--- config.mk ---
export PLATFORM = sky130hd
export DESIGN_NAME = time_slice_task_scheduler_core
export DESIGN_NICKNAME = d
export VERILOG_FILES = /design/src/rtl/tss_pkg.sv /design/src/rtl/time_slice_task_scheduler_core.sv /design/src/rtl/tss_cell.sv
export SDC_FILE = /design/constraint.sdc
export NUM_CORES = 2
export LEC_CHECK = 0
export ABC_AREA = 1
export BUFFER_PORTS_ARGS = -buffer_cell sky130_fd_sc_hd__buf_2
export CORE_MARGIN = 2
export CORE_UTILIZATION = 30
export DETAILED_ROUTE_END_ITERATION = 16
export SKIP_CTS_REPAIR_TIMING = 1
export SLEW_MARGIN = 20
export SYNTH_ARGS = -nofsm -noshare
export SYNTH_HDL_FRONTEND = slang
export SYNTH_SLANG_ARGS = --single-unit
--- constraint.sdc ---
create_clock -name clock -period 2.6 [get_ports clock]
set_clock_uncertainty 0.1 [all_clocks]
set_input_delay 0.26 -clock clock [delete_from_list [all_inputs] [get_ports clock]]
set_output_delay 0.26 -clock clock [all_outputs]
set_load 0.01 [all_outputs]
--- src/rtl/tss_pkg.sv ---
// shared types and constants for the time slice task scheduler
package tss_pkg;

   localparam int TASK_SLOTS_DEFAULT = 16;
   localparam int TICK_WIDTH_DEFAULT = 16;

   // the present register covers this many slots
   localparam int PRESENT_W = 16;

   localparam int CSR_INDEX_W = 2;
   localparam int CSR_DATA_W  = 16;

   localparam logic [CSR_DATA_W-1:0] SLICE_TICKS_RESET  = 16'd10;
   localparam logic [CSR_DATA_W-1:0] TASK_PRESENT_RESET = 16'd3;

   localparam logic [CSR_INDEX_W-1:0] CSR_SLICE_TICKS  = 2'd0;
   localparam logic [CSR_INDEX_W-1:0] CSR_TASK_PRESENT = 2'd1;

   localparam logic [1:0] OP_TICK      = 2'd0;
   localparam logic [1:0] OP_YIELD     = 2'd1;
   localparam logic [1:0] OP_SET_STATE = 2'd2;

   typedef struct packed {
      logic [1:0] opcode;
      logic [3:0] slot_index;
      logic       make_runnable;
   } req_type;

   typedef struct packed {
      logic [3:0]  running_slot;
      logic        switched;
      logic [15:0] ticks_remaining;
   } rsp_type;

   // per-cell commands from the controller
   typedef struct packed {
      logic dec;
      logic set_run;
      logic run_val;
      logic reload;
      logic reload_all;
   } cell_cmd_type;

   // search wave control handed from cell to cell
   typedef struct packed {
      logic valid;
      logic found;
   } probe_ctl_type;

endpackage

--- src/rtl/time_slice_task_scheduler_core.sv ---
// time slice task scheduler top level: controller and row of slot cells
//
// An item is taken when start is high and busy is low. Every item gives one
// result, shown on rsp_item for one cycle with rsp_valid high; the receiver
// cannot hold it off. Ticks that do not run a slice out, set-state items and
// the unused opcode give their result in the cycle after they are taken.
// Ticks that run a slice out and yields start a search wave that walks the
// row of cells one slot per cycle; the result follows the wave, or a second
// wave when no slot qualifies and the counts of present slots are reloaded
// for it. busy is high during the wave and drops in the cycle the result
// is shown, so the next item can be taken then. Registers are written on
// the csr channel while busy is low; writing slice_ticks reloads every
// count. Reset gives slice_ticks 10, task_present 3, all slots runnable
// with full counts and slot 0 running.
module time_slice_task_scheduler_core #(
   parameter int TASK_SLOTS = tss_pkg::TASK_SLOTS_DEFAULT,
   parameter int TICK_WIDTH = tss_pkg::TICK_WIDTH_DEFAULT
) (
   input  logic                           clock,
   input  logic                           reset,
   input  logic                           start,
   output logic                           busy,
   input  tss_pkg::req_type               req_item,
   output logic                           rsp_valid,
   output tss_pkg::rsp_type               rsp_item,
   input  logic                           csr_valid,
   output logic                           csr_ready,
   input  logic [tss_pkg::CSR_INDEX_W-1:0] csr_index,
   input  logic [tss_pkg::CSR_DATA_W-1:0]  csr_data
);
   import tss_pkg::*;

   localparam int SLOT_W = $clog2(TASK_SLOTS);

   typedef enum logic [2:0] {
      ST_IDLE  = 3'b001,
      ST_SCAN1 = 3'b010,
      ST_SCAN2 = 3'b100
   } state_type;

   state_type              state_ff, state_in;
   logic [CSR_DATA_W-1:0]  slice_ff;
   logic [PRESENT_W-1:0]   present_ff;
   logic [SLOT_W-1:0]      cur_ff;
   logic [TICK_WIDTH-1:0]  cur_cnt_ff;
   logic                   launch_ff;
   logic                   rsp_valid_ff;
   rsp_type                rsp_ff;

   probe_ctl_type          p_ctl   [TASK_SLOTS+1];
   logic [SLOT_W-1:0]      p_pos   [TASK_SLOTS+1];
   logic [SLOT_W-1:0]      p_idx   [TASK_SLOTS+1];
   logic [TICK_WIDTH-1:0]  p_count [TASK_SLOTS+1];
   logic [TICK_WIDTH-1:0]  p_head  [TASK_SLOTS+1];
   cell_cmd_type           cmd     [TASK_SLOTS];
   logic [TASK_SLOTS-1:0]  present;

   logic                   accept;
   logic                   csr_wr;
   logic                   wr_slice;
   logic                   is_tick;
   logic                   tick_dec;
   logic                   do_sched;
   logic                   tail_done;
   logic                   rescan;
   logic                   finish;
   logic [SLOT_W-1:0]      new_cur;
   logic [TICK_WIDTH-1:0]  new_cnt;
   logic [TICK_WIDTH-1:0]  reload_value;
   logic [TICK_WIDTH-1:0]  dec_cnt;

   assign busy      = (state_ff != ST_IDLE);
   assign csr_ready = (state_ff == ST_IDLE);
   assign accept    = start && !busy;
   assign csr_wr    = csr_valid && csr_ready;
   assign wr_slice  = csr_wr && (csr_index == CSR_SLICE_TICKS);

   assign is_tick  = accept && (req_item.opcode == OP_TICK);
   assign tick_dec = is_tick && (cur_cnt_ff != '0);
   assign dec_cnt  = cur_cnt_ff - 1'b1;
   assign do_sched = (accept && (req_item.opcode == OP_YIELD))
                  || (tick_dec && (cur_cnt_ff == TICK_WIDTH'(1)));

   assign tail_done = p_ctl[TASK_SLOTS].valid;
   assign rescan    = tail_done && (state_ff == ST_SCAN1) && !p_ctl[TASK_SLOTS].found;
   assign finish    = tail_done && !rescan;
   assign new_cur   = p_ctl[TASK_SLOTS].found ? p_idx[TASK_SLOTS] : '0;
   assign new_cnt   = p_ctl[TASK_SLOTS].found ? p_count[TASK_SLOTS] : p_head[TASK_SLOTS];

   assign reload_value = wr_slice ? TICK_WIDTH'(csr_data) : TICK_WIDTH'(slice_ff);

   // head of the search wave
   assign p_ctl[0]   = '{valid: launch_ff, found: 1'b0};
   assign p_pos[0]   = '0;
   assign p_idx[0]   = '0;
   assign p_count[0] = '0;
   assign p_head[0]  = '0;

   for (genvar i = 0; i < TASK_SLOTS; i++) begin : g_cell
      if (i < PRESENT_W) begin : g_pres
         assign present[i] = present_ff[i];
      end else begin : g_absent
         assign present[i] = 1'b0;
      end

      always_comb begin
         cmd[i].dec        = tick_dec && (cur_ff == SLOT_W'(i));
         cmd[i].set_run    = accept && (req_item.opcode == OP_SET_STATE)
                          && (32'(req_item.slot_index) == i);
         cmd[i].run_val    = req_item.make_runnable;
         cmd[i].reload     = wr_slice || rescan;
         cmd[i].reload_all = wr_slice;
      end

      tss_cell #(
         .TASK_SLOTS (TASK_SLOTS),
         .TICK_WIDTH (TICK_WIDTH),
         .SLOT_W     (SLOT_W)
      ) u_cell (
         .clock           (clock),
         .reset           (reset),
         .cmd             (cmd[i]),
         .reload_value    (reload_value),
         .present         (present[i]),
         .probe_ctl_in    (p_ctl[i]),
         .probe_pos_in    (p_pos[i]),
         .probe_idx_in    (p_idx[i]),
         .probe_count_in  (p_count[i]),
         .probe_head_in   (p_head[i]),
         .probe_ctl_out   (p_ctl[i+1]),
         .probe_pos_out   (p_pos[i+1]),
         .probe_idx_out   (p_idx[i+1]),
         .probe_count_out (p_count[i+1]),
         .probe_head_out  (p_head[i+1])
      );
   end

   always_comb begin
      state_in = state_ff;
      unique case (state_ff)
         ST_IDLE: begin
            if (do_sched) begin
               state_in = ST_SCAN1;
            end
         end
         ST_SCAN1: begin
            if (rescan) begin
               state_in = ST_SCAN2;
            end else if (tail_done) begin
               state_in = ST_IDLE;
            end
         end
         ST_SCAN2: begin
            if (tail_done) begin
               state_in = ST_IDLE;
            end
         end
         default: begin
            state_in = ST_IDLE;
         end
      endcase
   end

   always_ff @(posedge clock) begin
      if (reset) begin
         state_ff     <= ST_IDLE;
         slice_ff     <= SLICE_TICKS_RESET;
         present_ff   <= TASK_PRESENT_RESET;
         cur_ff       <= '0;
         cur_cnt_ff   <= TICK_WIDTH'(SLICE_TICKS_RESET);
         launch_ff    <= 1'b0;
         rsp_valid_ff <= 1'b0;
      end else begin
         state_ff     <= state_in;
         launch_ff    <= do_sched || rescan;
         rsp_valid_ff <= 1'b0;
         if (wr_slice) begin
            slice_ff   <= csr_data;
            cur_cnt_ff <= TICK_WIDTH'(csr_data);
         end
         if (csr_wr && (csr_index == CSR_TASK_PRESENT)) begin
            present_ff <= csr_data;
         end
         if (tick_dec) begin
            cur_cnt_ff <= dec_cnt;
         end
         if (accept && !do_sched) begin
            rsp_valid_ff <= 1'b1;
         end
         if (finish) begin
            cur_ff       <= new_cur;
            cur_cnt_ff   <= new_cnt;
            rsp_valid_ff <= 1'b1;
         end
      end
   end

   always_ff @(posedge clock) begin
      if (finish) begin
         rsp_ff.running_slot    <= 4'(new_cur);
         rsp_ff.switched        <= (new_cur != cur_ff);
         rsp_ff.ticks_remaining <= 16'(new_cnt);
      end else if (accept) begin
         rsp_ff.running_slot    <= 4'(cur_ff);
         rsp_ff.switched        <= 1'b0;
         rsp_ff.ticks_remaining <= tick_dec ? 16'(dec_cnt) : 16'(cur_cnt_ff);
      end
   end

   assign rsp_valid = rsp_valid_ff;
   assign rsp_item  = rsp_ff;

endmodule

--- src/rtl/tss_cell.sv ---
// one task slot: runnable bit, slice count and one stage of the search wave
module tss_cell #(
   parameter int TASK_SLOTS = tss_pkg::TASK_SLOTS_DEFAULT,
   parameter int TICK_WIDTH = tss_pkg::TICK_WIDTH_DEFAULT,
   parameter int SLOT_W     = $clog2(TASK_SLOTS)
) (
   input  logic                    clock,
   input  logic                    reset,
   input  tss_pkg::cell_cmd_type   cmd,
   input  logic [TICK_WIDTH-1:0]   reload_value,
   input  logic                    present,
   input  tss_pkg::probe_ctl_type  probe_ctl_in,
   input  logic [SLOT_W-1:0]       probe_pos_in,
   input  logic [SLOT_W-1:0]       probe_idx_in,
   input  logic [TICK_WIDTH-1:0]   probe_count_in,
   input  logic [TICK_WIDTH-1:0]   probe_head_in,
   output tss_pkg::probe_ctl_type  probe_ctl_out,
   output logic [SLOT_W-1:0]       probe_pos_out,
   output logic [SLOT_W-1:0]       probe_idx_out,
   output logic [TICK_WIDTH-1:0]   probe_count_out,
   output logic [TICK_WIDTH-1:0]   probe_head_out
);
   import tss_pkg::*;

   logic                  run_ff;
   logic [TICK_WIDTH-1:0] count_ff;
   probe_ctl_type         ctl_ff;
   logic [SLOT_W-1:0]     pos_ff;
   logic [SLOT_W-1:0]     idx_ff;
   logic [TICK_WIDTH-1:0] cnt_ff;
   logic [TICK_WIDTH-1:0] head_ff;
   logic                  eligible;
   logic                  take;

   assign eligible = present && run_ff && (count_ff != '0);
   assign take     = !probe_ctl_in.found && eligible;

   always_ff @(posedge clock) begin
      if (reset) begin
         run_ff   <= 1'b1;
         count_ff <= TICK_WIDTH'(SLICE_TICKS_RESET);
         ctl_ff   <= '0;
      end else begin
         if (cmd.set_run) begin
            run_ff <= cmd.run_val;
         end
         if (cmd.reload && (cmd.reload_all || present)) begin
            count_ff <= reload_value;
         end else if (cmd.dec) begin
            count_ff <= count_ff - 1'b1;
         end
         ctl_ff.valid <= probe_ctl_in.valid;
         ctl_ff.found <= probe_ctl_in.found || eligible;
      end
   end

   always_ff @(posedge clock) begin
      pos_ff  <= SLOT_W'(probe_pos_in + 1'b1);
      idx_ff  <= take ? probe_pos_in : probe_idx_in;
      cnt_ff  <= take ? count_ff : probe_count_in;
      head_ff <= (probe_pos_in == '0) ? count_ff : probe_head_in;
   end

   assign probe_ctl_out   = ctl_ff;
   assign probe_pos_out   = pos_ff;
   assign probe_idx_out   = idx_ff;
   assign probe_count_out = cnt_ff;
   assign probe_head_out  = head_ff;

endmodule
**After elaboration in Yosys (flattened, before gate mapping)**

Index checks and enable logic that the tools add are counted.

- Bits in registers: 954
- Input port bits: 29
- Output and inout bits: 24
- Logic and storage cells: 441

- Add/sub/neg operators: 17
- Equal/unequal tests: 40
- Multiplexer cells: 63
- Reductions and logical operators: 200

Operators by type and width:

| kind | number |
|---|---|
| two-way mux 16 bit | 53 |
| nonzero test 16 bit | 17 |
| subtractor 16 x 1 -> 16 bit (second input constant) | 17 |
| logical AND 1 bit | 108 |
| == test 4 bit (second input constant) | 16 |
| two-way mux 21 bit | 2 |
| logical OR 1 bit | 34 |
| nonzero test 2 bit | 17 |
| == test 4 x 3 -> 1 bit (second input constant) | 8 |
| logical NOT 1 bit | 19 |
| == test 16 x 1 -> 1 bit (second input constant) | 1 |
| == test 4 x 2 -> 1 bit (second input constant) | 4 |
| two-way mux 3 bit | 3 |
| one-hot mux 3 bit (3 select lines) | 1 |
| == test 4 x 1 -> 1 bit (second input constant) | 2 |
| logical NOT 4 bit | 2 |
| == test 2 x 1 -> 1 bit (second input constant) | 2 |
| logical NOT 2 bit | 2 |
| two-way mux 4 bit | 1 |
| inequality test 4 bit | 1 |
| == test 3 x 1 -> 1 bit (second input constant) | 1 |
| == test 3 x 2 -> 1 bit (second input constant) | 1 |
| == test 3 bit (second input constant) | 1 |
| two-way mux 1 bit | 3 |
| 4 further kinds | 4 |

**Depth between registers and ports, before layout**

- Depth in word-level cells: 11
- Depth in mapped cells: 13
- Gate-level depth less buffers: 12

**Modules after synthesis**

From an unflattened synthesis, not the netlist that was laid out.

- Cell total of the unflattened synthesis: 6058
- Area, all modules: 46095.5 sq um

By module, submodules not included:

| module | times used | cells an instance | area an instance (sq um) | seq. area each (sq um) |
|---|---|---|---|---|
| tss_cell at g_cell[1].u_cell ... | 8 | 341 | 2612.5 | 1181.1 |
| tss_cell at g_cell[0].u_cell ... | 7 | 337 | 2585.0 | 1181.1 |
| time_slice_task_scheduler_core | 1 | 631 | 4511.8 | 1771.7 |
| tss_cell at g_cell[9].u_cell | 1 | 340 | 2588.7 | 1181.1 |

**Least setup slack after synthesis**

No wires, ideal clock.

- Path kind: register to register
- From: reg g_cell[15].u_cell.ctl_ff (netlist bit g_cell[15].u_cell.probe_ctl_out[1])
- To: reg rsp_ff (netlist bit rsp_item[0]), enable pin
- Library setup time: 0.402 ns
- Data arrival time: 1.633 ns
- Data required time: 2.098 ns
- Path slack: 0.466 ns
- Stages on the path, launching flop included: 8
- Path buffers: 2
- Clock period less this slack: 2.134 ns
- Path through: dfxtp_1 > inv_2 > nor2_4 > nand2_1 > nand2_2 > buf_2 > buf_2 > nand2_1

- Word-level cells in the longest chain between the ends: 5

RTL lines:

| what | RTL line | RTL |
|---|---|---|
| start: declaration | tss_cell.sv:27 | `probe_ctl_type ctl_ff;` |
| logical AND 1 bit (2 in a row) | time_slice_task_scheduler_core.sv:85 | `assign rescan = tail_done && (state_ff == ST_SCAN1) && !p_ctl[TASK_SLOTS].found;` |
| logical NOT 1 bit | time_slice_task_scheduler_core.sv:86 | `assign finish = tail_done && !rescan;` |
| logical AND 1 bit (*) | time_slice_task_scheduler_core.sv:86 |  |
| nonzero test 2 bit (no source line) (*) | -- |  |
| end: declaration | time_slice_task_scheduler_core.sv:48 | `rsp_type rsp_ff;` |

Mark *: on every way between the ends. The rest lies on a longest branch, timed or not.
A chain may end at the register's enable or synchronous reset.

**Worst setup path after layout**

- From: reg state_ff[2]
- To: reg g_cell[2].u_cell.count_ff[0]

- Word-level cells in the longest chain between the ends: 7
- Elaborated cells between the ends (all ways): 18
- Those cells by class: 3 x eq/ne; 2 x mux; 13 x reduce/logical

RTL lines:

| what | RTL line | RTL |
|---|---|---|
| start: declaration | time_slice_task_scheduler_core.sv:41 | `state_type state_ff, state_in;` |
| start signal: assignment | time_slice_task_scheduler_core.sv:174 | `state_ff <= state_in;` |
| inequality test 3 x 1 -> 1 bit | time_slice_task_scheduler_core.sv:72 | `assign busy = (state_ff != ST_IDLE);` |
| logical NOT 1 bit | time_slice_task_scheduler_core.sv:74 | `assign accept = start && !busy;` |
| logical AND 1 bit | time_slice_task_scheduler_core.sv:74 |  |
| logical AND 1 bit | time_slice_task_scheduler_core.sv:78 | `assign is_tick = accept && (req_item.opcode == OP_TICK);` |
| logical AND 1 bit | time_slice_task_scheduler_core.sv:79 | `assign tick_dec = is_tick && (cur_cnt_ff != '0);` |
| logical AND 1 bit | time_slice_task_scheduler_core.sv:107 | `cmd[i].dec = tick_dec && (cur_ff == SLOT_W'(i));` |
| nonzero test 2 bit (no source line) | -- |  |
| end signal: assignment | tss_cell.sv:41 | `count_ff <= TICK_WIDTH'(SLICE_TICKS_RESET);` |
| end signal: assignment | tss_cell.sv:48 | `count_ff <= reload_value;` |
| end signal: assignment | tss_cell.sv:50 | `count_ff <= count_ff - 1'b1;` |
| end: declaration | tss_cell.sv:26 | `logic [TICK_WIDTH-1:0] count_ff;` |

Parallel ways exist; a longest one is shown, timed or not.

==> summary.txt <==
number of global-route vias before repair: 31830
placer congestion estimate: 0.9417
Yosys top cell area share: 0.4821
I/O pin cnt: 53
met3 WL: 10260 um
Required @ worst endpoint: 3.08 ns
HP Start: req_item[6]
CTS Buf Count: 96
R2R Path End: g_cell[2].u_cell.count_ff[0]$_SDFFE_PP0P_
routed wl met2: 57090 um
detailed placement HPWL: 92980 um
Core Area: 127000 um2
number of H-tree levels: 3
Hold EP: launch_ff$_SDFF_PP0_
share of cells above drive strength 1: 0.08960
min Tclk post-route: 2.587 ns
#FFs+latches synth: 943
WL per Instance: 18.44 um
cell taking the most area after synthesis: dfxtp_1
worst skew pair latency: 0.72 ns
register area share after synthesis: 0.4985
most area-consuming cells after synthesis: dfxtp_1 (48%), nand2_1 (15%), nand3_1 (6.7%), inv_1 (4.9%), o21ai_0 (4.8%)
Post-Layout Cell Count: 7020
uppermost routed layer: met5
initial antenna violation count: 11
reg2reg setup slack: 0.01 ns
Setup crit end kind: flip-flop
Area Growth Syn to Fin: 16.90%
RSZ-0062 raised after global routing: no
antenna-violating nets left: 0
Syn Nets: 5198
FF/Latch Area: 19090 um2
failing checks: hold timing
GRT Total Usage: 0.1929
Synth Instances: 5149
total power: 39.00 mW
Worst-Margin Slew: 0.9628 ns
Yosys cell types: 42
clk root buf: clkbuf_16
Final setup viols: 0
Place WS: 0.03961 ns
Tightest Hold Check Type: in -> reg
drt first-iter violations: 3371
fin. max-slew vios: 0
Critical Path AT: 3.07 ns
Worst R2R Start: state_ff[2]$_SDFFE_PP0P_
largest net degree at the start of global routing: 90
final hold vios: 2
Max Clock Freq: 386.5 MHz
Mean Syn Cell Area: 7.436 um2
DR vias/cell: 4.848
total gr overflow: 0
# nets final: 5322
Sink Count: 943
Max Cap Viol: 0
Initial Utilization: 0.3014
Clock transition at path regs: 0.07 ns
Die Width: 361.3 um
vias after detailed routing: 34030
fin util: 0.3524
Setup crit start: state_ff[2]$_SDFFE_PP0P_
die height: 361.3 um
period utilization: 0.9950
Pre-antenna DRT Iters: 7
status: finished with violations
yosys warns: 0
CTS tree: yes
worst hold slack: -0.02540 ns
fillers: 13230
Sum Neg Setup Slack: 0 ns
final wirelength: 129400 um
row count: 131
pwr/cell area: 871.2 nW/um2
M1 WL: 57380 um
synthesized area: 38290 um2
clock buffer depth: 3
Slew headroom: 0.3558
DRC errors left: 0
placed cells: 6816
global-route wire length before repair: 194400 um
Placed Area: 40960 um2
Critical Setup Path Class: reg -> reg
Lkg Pwr: 19.83 nW
Worst setup SP type: flip-flop
crit path max fanout: 19
Port Buffers: 52
Final Cell Area: 44760 um2
final setup margin: 0.01288 ns
WHS Path Cells: 6
multi-input logic area: 16330 um2
worst ir drop on vdd: 0.4967 mV
die area: 130500 um2
R2R depth: 8
==> kinds of logic after synthesis <==
| logic type | after synthesis | synth area share |
|---|---|---|
| compound gates | 688 | 0.09356 |
| flops | 943 | 0.4985 |
| simple gates | 2614 | 0.2860 |
| fa+ha+maj | 20 | 0.006536 |
| xor+xnor | 158 | 0.03614 |
| buf+inv | 715 | 0.07604 |
| mux | 11 | 0.003235 |
==> cells in the final DEF (no fill, tap or decap), drive strengths merged, types with 3 or more instances in the layout <==
master / synthesis / layout
nor2: 490 / 490
o21ai: 400 / 400
nand4: 37 / 37
or2: 9 / 9
xnor2: 4 / 4
mux2: 11 / 11
nor3: 12 / 12
o211ai: 44 / 44
clkinvlp: 0 / 10
dfxtp: 922 / 922
bufinv: 0 / 14
xor2: 154 / 154
a21oi: 241 / 241
nand3: 526 / 526
edfxtp: 21 / 21
inv: 521 / 525
dlygate4sd3: 0 / 20
nor4: 7 / 7
ha: 20 / 20
nand3b: 3 / 3
nand2: 1528 / 1528
buf: 88 / 196
clkinv: 4 / 34
clkbuf: 102 / 124
==> flip-flops by register name, summed over array words and instances (netlist names) <==
signal	cells
g_cell.u_cell.run_ff	16
slice_ff	16
g_cell.u_cell.count_ff	256
present	16
rsp_valid	1
rsp_item	21
g_cell.u_cell.probe_head_out	256
state_ff	3
cur_cnt_ff	16
g_cell.u_cell.probe_count_out	256
g_cell.u_cell.probe_ctl_out	32
g_cell.u_cell.probe_idx_out	49
cur_ff	4
launch_ff	1
==> worst max-delay path by stage <==
stage	cells after the start	end
floorplan	7	rsp_item[0]$_DFFE_PP_
global placement	10	cur_cnt_ff[11]$_SDFFE_PP0P_
detailed placement	12	g_cell[4].u_cell.count_ff[6]$_SDFFE_PP0P_
CTS	12	g_cell[2].u_cell.count_ff[2]$_SDFFE_PP0P_
global route	9	g_cell[2].u_cell.count_ff[0]$_SDFFE_PP0P_
finish	8	g_cell[2].u_cell.count_ff[0]$_SDFFE_PP0P_
==> cell type report <==
cell class	count	share of cell area
flip-flops and latches	943	0.4265
multi-input cells	3491	0.3648
clock buffers	124	0.05940
well taps	1662	0.04646
inverters	525	0.04439
repair buffers	216	0.03905
clock inverters	58	0.01937
diodes	1	0.00005591
==> synth_stat cells, drive strengths merged <==
library cell and count:
nand2 1528, buf 88, mux2 11, nand4 37, edfxtp 21, nor2 490
clkbuf 102, o211ai 44, xor2 154, clkinv 4, o21bai 1, a31oi 1
a21oi 241, ha 20, nor4 7, nand3b 3, inv 521, a211oi 1
nor3 12, and3 1, dfxtp 922, o21ai 400, or2 9, nand3 526
and2 1, xnor2 4
==> report_power, final <==
group	total (mW)	switching [mW]	internal (mW)
clock network	15.0	6.25	8.77
logic	6.91	4.86	2.05
registers	17.1	0.858	16.2
==> per-layer routing <==
layer | track usage | up-vias
li1 | - | 16610
met1 | 0.2615 | 15860
met2 | 0.3040 | 1300
met3 | 0.03685 | 245
met4 | 0.07067 | 12
met5 | 0 | -
==> worst max-delay path: stages (launching register included) <==
cell     delay [ns]
dfxtp_1        0.36
nor3_2         0.26
buf_4          0.34
nand4_1        0.58
buf_4          0.40
nand3_1        0.19
nand2_1        0.08
nand2_1        0.07
a21oi_1        0.06
Power figures use the tool's default switching activity.
